==> config.mk <==
export PLATFORM = sky130hd
export DESIGN_NAME = sleep_timer_wakeup_pool_unit
export DESIGN_NICKNAME = d
export VERILOG_FILES = /design/src/hw/rtl/stwp_pkg.sv /design/src/hw/rtl/sleep_timer_wakeup_pool_unit.sv
export SDC_FILE = /design/constraint.sdc
export NUM_CORES = 1
export LEC_CHECK = 0
export ABC_AREA = 1
export BUFFER_PORTS_ARGS = -buffer_cell sky130_fd_sc_hd__buf_2
export CORE_MARGIN = 1
export CORE_UTILIZATION = 30
export DETAILED_ROUTE_END_ITERATION = 8
export REMOVE_ABC_BUFFERS = 1
export SLEW_MARGIN = 20
export SYNTH_ARGS = -nofsm -noshare
export SYNTH_HDL_FRONTEND = slang
export SYNTH_SLANG_ARGS = --single-unit
==> constraint.sdc <==
create_clock -name i_clk -period 4.5 [get_ports i_clk]
set_clock_uncertainty 0.05 [all_clocks]
set_input_delay 0.45 -clock i_clk [delete_from_list [all_inputs] [get_ports i_clk]]
set_output_delay 0.45 -clock i_clk [all_outputs]
set_load 0.01 [all_outputs]
==> src/hw/rtl/stwp_pkg.sv <==
// ----------------------------------------------------------------------------
// stwp_pkg
// Shared widths and codes for the sleep timer wakeup pool: stream word
// layout, result kinds, tick summary actions and input operations.
// ----------------------------------------------------------------------------
package stwp_pkg;

    // fixed field widths of the stream words
    localparam int TICK_W      = 32;
    localparam int TID_W       = 8;
    localparam int DELAY_W     = 31;
    localparam int KIND_W      = 2;
    localparam int ACTION_W    = 2;
    localparam int IN_TDATA_W  = 48;   // 41 bits of fields, padded to bytes
    localparam int OUT_TDATA_W = 16;   // 11 bits of fields, padded to bytes

    // input operations (slave tuser)
    localparam logic OP_SLEEP = 1'b0;
    localparam logic OP_TICK  = 1'b1;

    // result kinds (master tuser)
    localparam logic [KIND_W-1:0] KIND_ACK     = 2'd0;
    localparam logic [KIND_W-1:0] KIND_WOKEN   = 2'd1;
    localparam logic [KIND_W-1:0] KIND_SUMMARY = 2'd2;

    // tick summary actions
    localparam logic [ACTION_W-1:0] ACTION_YIELD   = 2'd0;
    localparam logic [ACTION_W-1:0] ACTION_DISABLE = 2'd1;
    localparam logic [ACTION_W-1:0] ACTION_NONE    = 2'd2;

    typedef logic [TICK_W-1:0] t_tick;

endpackage

==> src/hw/rtl/sleep_timer_wakeup_pool_unit.sv <==
// ----------------------------------------------------------------------------
// sleep_timer_wakeup_pool_unit
// Pool of sleeping thread ids with wrap-aware deadlines, held in one
// synchronous memory and walked by a small slot sequencer.
// ----------------------------------------------------------------------------
// A sleep word stores its thread id in the lowest free slot with deadline
// tick_count + delay and returns one acknowledge word (accepted = 0 when the
// pool is full). A tick word bumps tick_count, walks the slots from 0 up,
// returns one woken word for every slot whose deadline has been reached and
// frees it, then ends with a summary word (disable timer, nothing, or yield)
// marked by tlast. Occupancy lives in reset-cleared flops; ids and deadlines
// live in a single-port memory with a registered read. A sleep word looks
// at one slot per cycle until a free one is found; a tick word passes each
// occupied slot through a memory read state and a compare state, the latter
// waiting on a full output register when the slot is due. The input takes a
// new word as soon as the sequencer is back in idle, even while the last
// result still waits in the output register. No clearing pass is needed
// after reset.
// ----------------------------------------------------------------------------
module sleep_timer_wakeup_pool_unit
    import stwp_pkg::*;
#(
    parameter int SLOTS          = 16,
    parameter int THREAD_ID_BITS = 8
) (
    input  logic                   i_clk,
    input  logic                   i_rst_n,
    // request stream
    input  logic                   s_axis_tvalid,
    output logic                   s_axis_tready,
    input  logic [IN_TDATA_W-1:0]  s_axis_tdata,   // thread_id[7:0], delay[38:8],
                                                   // machine_idle[39], future_pending[40]
    input  logic                   s_axis_tuser,   // op: 0 sleep, 1 tick
    // result stream
    output logic                   m_axis_tvalid,
    input  logic                   m_axis_tready,
    output logic [OUT_TDATA_W-1:0] m_axis_tdata,   // woken_id[7:0], accepted[8],
                                                   // action[10:9]
    output logic [KIND_W-1:0]      m_axis_tuser,   // kind
    output logic                   m_axis_tlast    // last word of this request
);

    localparam int IDX_W  = $clog2(SLOTS);
    localparam int MEM_W  = TICK_W + THREAD_ID_BITS;
    localparam int WIDE_W = (THREAD_ID_BITS > TID_W) ? THREAD_ID_BITS : TID_W;
    localparam logic [IDX_W-1:0] LAST_IDX = IDX_W'(SLOTS - 1);

    // sequencer states
    localparam logic [2:0] S_IDLE = 3'd0;   // waiting for a request word
    localparam logic [2:0] S_FIND = 3'd1;   // sleep: look for the lowest free slot
    localparam logic [2:0] S_RD   = 3'd2;   // tick: issue read of an occupied slot
    localparam logic [2:0] S_EV   = 3'd3;   // tick: compare deadline, maybe emit
    localparam logic [2:0] S_SUM  = 3'd4;   // tick: emit the summary word

    // control state
    logic [2:0]       r_state, n_state;
    logic [IDX_W-1:0] r_idx, n_idx;
    logic [SLOTS-1:0] r_valid, n_valid;
    t_tick            r_tick, n_tick;
    logic             r_woke, n_woke;
    logic             r_empty, n_empty;
    logic             r_out_valid, n_out_valid;

    // latched request fields
    logic [TID_W-1:0]   r_tid, n_tid;
    logic [DELAY_W-1:0] r_delay, n_delay;
    logic               r_idle, n_idle;
    logic               r_future, n_future;

    // output register payload
    logic [KIND_W-1:0]   r_out_kind, n_out_kind;
    logic [TID_W-1:0]    r_out_woken, n_out_woken;
    logic                r_out_acc, n_out_acc;
    logic [ACTION_W-1:0] r_out_action, n_out_action;
    logic                r_out_last, n_out_last;

    // slot memory: {thread id, deadline}
    logic [MEM_W-1:0] r_mem [SLOTS];
    logic [MEM_W-1:0] r_rd_data;
    logic             mem_we;
    logic             mem_re;
    logic [MEM_W-1:0] mem_wdata;

    logic                      in_acc;
    logic                      out_free;
    t_tick                     rd_deadline;
    logic [THREAD_ID_BITS-1:0] rd_thread;
    logic [WIDE_W-1:0]         rd_thread_wide;
    logic [WIDE_W-1:0]         wr_thread_wide;
    t_tick                     due_diff;
    logic                      slot_due;

    assign s_axis_tready = (r_state == S_IDLE);
    assign in_acc        = s_axis_tvalid && s_axis_tready;
    // output register can take a word this cycle
    assign out_free      = !r_out_valid || m_axis_tready;

    assign rd_deadline    = r_rd_data[TICK_W-1:0];
    assign rd_thread      = r_rd_data[MEM_W-1:TICK_W];
    assign rd_thread_wide = WIDE_W'(rd_thread);
    assign wr_thread_wide = WIDE_W'(r_tid);
    // wrap-aware: due once tick - deadline is non-negative as a signed value
    assign due_diff       = r_tick - rd_deadline;
    assign slot_due       = !due_diff[TICK_W-1];

    assign mem_wdata = {wr_thread_wide[THREAD_ID_BITS-1:0],
                        r_tick + TICK_W'(r_delay)};

    always_comb begin
        n_state      = r_state;
        n_idx        = r_idx;
        n_valid      = r_valid;
        n_tick       = r_tick;
        n_woke       = r_woke;
        n_empty      = r_empty;
        n_tid        = r_tid;
        n_delay      = r_delay;
        n_idle       = r_idle;
        n_future     = r_future;
        n_out_valid  = r_out_valid && !m_axis_tready;
        n_out_kind   = r_out_kind;
        n_out_woken  = r_out_woken;
        n_out_acc    = r_out_acc;
        n_out_action = r_out_action;
        n_out_last   = r_out_last;
        mem_we       = 1'b0;
        mem_re       = 1'b0;

        unique case (r_state)
            S_IDLE: begin
                if (in_acc) begin
                    n_tid    = s_axis_tdata[7:0];
                    n_delay  = s_axis_tdata[38:8];
                    n_idle   = s_axis_tdata[39];
                    n_future = s_axis_tdata[40];
                    n_idx    = '0;
                    if (s_axis_tuser == OP_TICK) begin
                        n_tick  = r_tick + TICK_W'(1);
                        n_woke  = 1'b0;
                        n_empty = 1'b1;
                        n_state = S_RD;
                    end else begin
                        n_state = S_FIND;
                    end
                end
            end
            S_FIND: begin
                if (!r_valid[r_idx] || r_idx == LAST_IDX) begin
                    // free slot found, or pool full at the top slot
                    if (out_free) begin
                        if (!r_valid[r_idx]) begin
                            mem_we         = 1'b1;
                            n_valid[r_idx] = 1'b1;
                        end
                        n_out_valid  = 1'b1;
                        n_out_kind   = KIND_ACK;
                        n_out_woken  = '0;
                        n_out_acc    = !r_valid[r_idx];
                        n_out_action = ACTION_YIELD;
                        n_out_last   = 1'b1;
                        n_state      = S_IDLE;
                    end
                end else begin
                    n_idx = r_idx + IDX_W'(1);
                end
            end
            S_RD: begin
                if (r_valid[r_idx]) begin
                    mem_re  = 1'b1;
                    n_state = S_EV;
                end else if (r_idx == LAST_IDX) begin
                    n_state = S_SUM;
                end else begin
                    n_idx = r_idx + IDX_W'(1);
                end
            end
            S_EV: begin
                if (!slot_due || out_free) begin
                    if (slot_due) begin
                        n_valid[r_idx] = 1'b0;
                        n_woke         = 1'b1;
                        n_out_valid    = 1'b1;
                        n_out_kind     = KIND_WOKEN;
                        n_out_woken    = rd_thread_wide[TID_W-1:0];
                        n_out_acc      = 1'b0;
                        n_out_action   = ACTION_YIELD;
                        n_out_last     = 1'b0;
                    end else begin
                        n_empty = 1'b0;
                    end
                    if (r_idx == LAST_IDX) begin
                        n_state = S_SUM;
                    end else begin
                        n_idx   = r_idx + IDX_W'(1);
                        n_state = S_RD;
                    end
                end
            end
            S_SUM: begin
                if (out_free) begin
                    n_out_valid = 1'b1;
                    n_out_kind  = KIND_SUMMARY;
                    n_out_woken = '0;
                    n_out_acc   = 1'b0;
                    if (r_idle && !r_woke && r_empty) begin
                        n_out_action = r_future ? ACTION_NONE : ACTION_DISABLE;
                    end else begin
                        n_out_action = ACTION_YIELD;
                    end
                    n_out_last = 1'b1;
                    n_state    = S_IDLE;
                end
            end
            default: begin
                n_state = S_IDLE;
            end
        endcase
    end

    // control registers
    always_ff @(posedge i_clk) begin
        if (!i_rst_n) begin
            r_state     <= S_IDLE;
            r_idx       <= '0;
            r_valid     <= '0;
            r_tick      <= '0;
            r_woke      <= 1'b0;
            r_empty     <= 1'b1;
            r_out_valid <= 1'b0;
        end else begin
            r_state     <= n_state;
            r_idx       <= n_idx;
            r_valid     <= n_valid;
            r_tick      <= n_tick;
            r_woke      <= n_woke;
            r_empty     <= n_empty;
            r_out_valid <= n_out_valid;
        end
    end

    // payload registers
    always_ff @(posedge i_clk) begin
        r_tid        <= n_tid;
        r_delay      <= n_delay;
        r_idle       <= n_idle;
        r_future     <= n_future;
        r_out_kind   <= n_out_kind;
        r_out_woken  <= n_out_woken;
        r_out_acc    <= n_out_acc;
        r_out_action <= n_out_action;
        r_out_last   <= n_out_last;
    end

    // slot memory, one access per cycle, registered read
    always_ff @(posedge i_clk) begin
        if (mem_we) begin
            r_mem[r_idx] <= mem_wdata;
        end
        if (mem_re) begin
            r_rd_data <= r_mem[r_idx];
        end
    end

    assign m_axis_tvalid = r_out_valid;
    assign m_axis_tuser  = r_out_kind;
    assign m_axis_tlast  = r_out_last;
    assign m_axis_tdata  = {5'b0, r_out_action, r_out_acc, r_out_woken};

    // a compare cycle always looks at an occupied slot
    a_ev_slot_valid: assert property (@(posedge i_clk) disable iff (!i_rst_n)
        (r_state == S_EV) |-> r_valid[r_idx])
        else $error("deadline compare on a free slot");

    // a tick advances the tick count by exactly one and restarts the walk
    a_tick_step: assert property (@(posedge i_clk) disable iff (!i_rst_n)
        (in_acc && s_axis_tuser == OP_TICK) |=>
            (r_tick == $past(r_tick) + TICK_W'(1)) && r_state == S_RD && r_idx == '0)
        else $error("tick did not step the count or restart the walk");

    // a woken word never closes a request
    a_woken_not_last: assert property (@(posedge i_clk) disable iff (!i_rst_n)
        (r_out_valid && r_out_kind == KIND_WOKEN) |-> !r_out_last)
        else $error("woken word marked as last");

    // a sleep never touches the tick count
    a_sleep_keeps_tick: assert property (@(posedge i_clk) disable iff (!i_rst_n)
        (r_state == S_FIND) |=> $stable(r_tick))
        else $error("tick count changed during a sleep request");

endmodule
==> out/summary.txt <==
RUN STATUS
--------------------------------------------------------------------------------
Status ............................................................    completed

DETAILED ROUTING
--------------------------------------------------------------------------------
Detailed-route wire length per cell ...............................      19.7 um
ANT nets after route ..............................................            0
Via-per-instance ratio ............................................         4.95
Wire length after detailed routing ................................    87,300 um
Total number of vias ..............................................       21,968
Remaining design rule violation count .............................            0
First-iteration detailed-routing DRC count ........................        2,276
Iteration count of the initial detailed-routing pass ..............            5

PWR
--------------------------------------------------------------------------------
Clock power share .................................................        0.319
Lkg Pwr ...........................................................      13.3 nW
Pint ..............................................................     0.0141 W
Net switching share of the total power ............................        0.324
Share of total power in combinational logic .......................        0.241
Power density cells ...............................................  539 nW/um^2
Peak ir drop on the vdd network ...................................     0.337 mV
Sequential power share ............................................        0.440
Net switching power ...............................................    0.00673 W

CRITICAL PATH
--------------------------------------------------------------------------------
Kind of capture point of the worst setup path .....................     register
Max stage delay cell, worst path .................................. sky130_fd_sc_hd__xor2_1
Crit path depth ...................................................           10
Worst-path cell chain ............................................. ha_1, nand3_1, nand2_1, a21boi_1, o21ai_0, a21oi_1, o21bai_1, nand2_1, nand2_1, xor2_1
Reg-to-reg endpoint ............................................... r_mem[8][25]
Arr. time, crit path ..............................................      4040 ps
Most numerous cell on the critical path ........................... sky130_fd_sc_hd__nand2_1
Family with the most delay on the worst path ...................... compound AO/OA/AOI/OAI gates
Worst r2r src .....................................................   r_delay[2]
Worst Path Class, Setup ........................................... register to register
Required time of the critical path ................................      4740 ps
Buffers plus inverters on the worst setup path ....................            0
Delay of the slowest cell on the worst path .......................       800 ps
Flop2flop setup slack .............................................       700 ps
Register-to-Register Path Depth ...................................           10
Max FO, Critical Path .............................................           16
Worst setup SP type ...............................................     register

SYNTH
--------------------------------------------------------------------------------
Synthesis-stage register bit count ................................          793
Synth async-reset ratio ...........................................            0
Warnings, synthesis ...............................................            0
Most used flip-flop cell after synthesis .......................... sky130_fd_sc_hd__edfxtp_1
Share of the synthesized area in the top cell type ................        0.666
Number of flops mapped to enable cells by yosys ...................          735
Number of cells produced by synthesis .............................        2,806
Post-Synthesis Cell Area ..........................................  33,100 um^2
Post-synthesis cell type with the largest combined area ........... sky130_fd_sc_hd__edfxtp_1
Ranking of synthesized cells by area .............................. sky130_fd_sc_hd__edfxtp_1 (67%), sky130_fd_sc_hd__o21ai_0 (5.4%), sky130_fd_sc_hd__nor2_1 (5.3%)
Yosys cell types ..................................................           51
Synth Area per Inst ...............................................    11.8 um^2
Sequential-to-total area share from yosys stat ....................        0.701

CLOCK TREE
--------------------------------------------------------------------------------
CTS tree ..........................................................          yes
CTS H-Tree Depth ..................................................            3
Post-CTS Setup Inserts ............................................            0
Clk slew on worst S/H paths .......................................        60 ps
Number of buffers created by CTS ..................................           81
CTS Root Buffer Type .............................................. sky130_fd_sc_hd__clkbuf_16
Buffers from clock root to sink, at most ..........................            3
Clock sinks .......................................................          793
Post-cts sizing count .............................................            0
Number of hold buffers added after cts ............................           37
Clock latency at the later pin of the worst-skew pair .............       650 ps

WORST HOLD PATH
--------------------------------------------------------------------------------
Hold path depth ...................................................            1
Worst-case hold path end point ....................................   r_delay[8]
Worst hold path startpoint ........................................ s_axis_tdata[16]
Path class of the lowest-slack min-delay path ..................... input port to register

FINAL LAYOUT
--------------------------------------------------------------------------------
Storage cell area .................................................  23,200 um^2
Most frequent cells in the layout ................................. sky130_fd_sc_hd__edfxtp_1 (735), sky130_fd_sc_hd__nor2_1 (452), sky130_fd_sc_hd__o21ai_0 (360), sky130_fd_sc_hd__nand2_1 (353), sky130_fd_sc_hd__o22ai_1 (160)
Final core area utilization .......................................        0.354
Number of fillers in the final layout .............................       10,651
Fraction of final layout cells sized beyond drive strength 1 ......        0.104
Number of antenna repair diodes ...................................            0
Number of nets in the layout ......................................        3,020
Relative area change from synthesis to final layout ...............        16.5%
Commonest non-fill, non-tap cell in the layout .................... sky130_fd_sc_hd__edfxtp_1
Multi-input gate area in the final layout .........................    8960 um^2

GLOBAL ROUTE
--------------------------------------------------------------------------------
Global-route usage over all layers ................................        0.153
Largest net degree at the start of global routing .................          130
Global-route wire length before repair ............................   129,000 um
Number of global-route vias before repair .........................       20,288
Total grt overflow ................................................            0
Initial antenna violation count ...................................            1

STA
--------------------------------------------------------------------------------
RSZ-0062 raised after global routing ..............................        false
Fmax ..............................................................      263 MHz
Clock period minus final worst setup slack ........................      3800 ps
Count of endpoints failing setup in the final report ..............            0
Worst slack on hold paths .........................................      27.6 ps
Share of the clock period used by the worst path after layout .....        0.845
Final hold violation count ........................................            0
Number of pins exceeding their max-slew limit in the final report .            0
Worst slew margin relative to its limit ...........................        0.297
Slew of the pin with the lowest slew margin .......................      1050 ps

DIE
--------------------------------------------------------------------------------
Die ar. ........................................................... 112,000 um^2
Core ar. .......................................................... 109,000 um^2
Initial Utilization ...............................................        0.304
Top-level I/O count ...............................................           74
Die height ........................................................       334 um
Die Span X ........................................................       334 um
Placement Rows ....................................................          121

PLACE
--------------------------------------------------------------------------------
Detailed Place HPWL ...............................................    44,300 um
Count of buffers from port buffering ..............................           61
Gpl congestion ....................................................        0.832

FLOW RUN
--------------------------------------------------------------------------------
Max_cap viols .....................................................            0

sequential cells by signal, summed over array words and instances (netlist names), named ones only:
register / flops
m_axis_tuser: 2
r_out_acc: 1
r_tid: 8
r_tick: 32
r_delay: 31
r_rd_data: 40
r_out_action: 2
r_future: 1
m_axis_tlast: 1
r_idle: 1
m_axis_tvalid: 1
r_state: 3
r_woke: 1
r_mem: 640
r_idx: 4
r_empty: 1
r_out_woken: 8
worst max path at each step:
stage               start           end
5_1_grt         r_tick[0]  r_mem[7][26]
2_1_floorplan    r_idx[0]   r_mem[0][0]
3_5_place_dp     r_idx[0]  r_mem[4][39]
4_1_cts          r_idx[0]  r_mem[4][24]
3_3_place_gp     r_idx[0]  r_mem[4][39]
6_report       r_delay[2]  r_mem[8][25]
cells by family after synthesis:
logic type	after synthesis	synth area share
flip-flops	793	0.701
AND/OR/NAND/NOR	962	0.122
other	1	0.000113
buffers and inverters	301	0.0360
AO/OA/AOI/OAI	645	0.106
adder cells (fa/ha/maj)	67	0.0255
XOR/XNOR	37	0.00978
per-layer routing:
layer / up-vias / routed length (um) / track usage
li1: 10242 / - / -
met1: 10818 / 40100 / 0.224
met2: 775 / 38800 / 0.234
met3: 133 / 6390 / 0.0234
met4: 0 / 2090 / 0.0449
met5: - / 0 / 0
area by class of cell:
class,instances,area share
clock buffers,110,0.0580
clock inverters,36,0.0102
repair buffers,151,0.0340
multi-input cells,1716,0.232
flip-flops and latches,793,0.602
well taps,1476,0.0479
inverters,157,0.0155
cells in the mapped netlist (all sizes together) (26+ instances only):
library cell    n
a21oi          82
nor2          479
nand4          64
ha             66
o22ai         160
o21ai         373
nand2         362
inv           154
clkbuf        118
buf            26
edfxtp        735
dfxtp          58
per-stage QoR:
stage	std cells	worst slack [ps]	power [W]	setup TNS (ps)	area [um^2]
after detailed placement	4256	881	0.0143	0	35500
after global routing	4439	468	0.0218	0	38600
after floorplan	2666	-9690	0.0126	-6696720	32600
final	4439	699	0.0208	0	38600
after CTS	4439	885	0.0209	0	38500
after global placement	4256	898	0.0142	0	35500
power by group through the flow:
stage	Combinational (W)	Clock, W	Sequential, W
finish	0.00501	0.00664	0.00916
global route	0.00557	0.00701	0.00919
CTS	0.00499	0.00675	0.00916
detailed placement	0.00494	0	0.00931
global placement	0.00491	0	0.00931
floorplan	0.00311	0	0.00949
No activity file was read; power rests on OpenSTA's default activity.
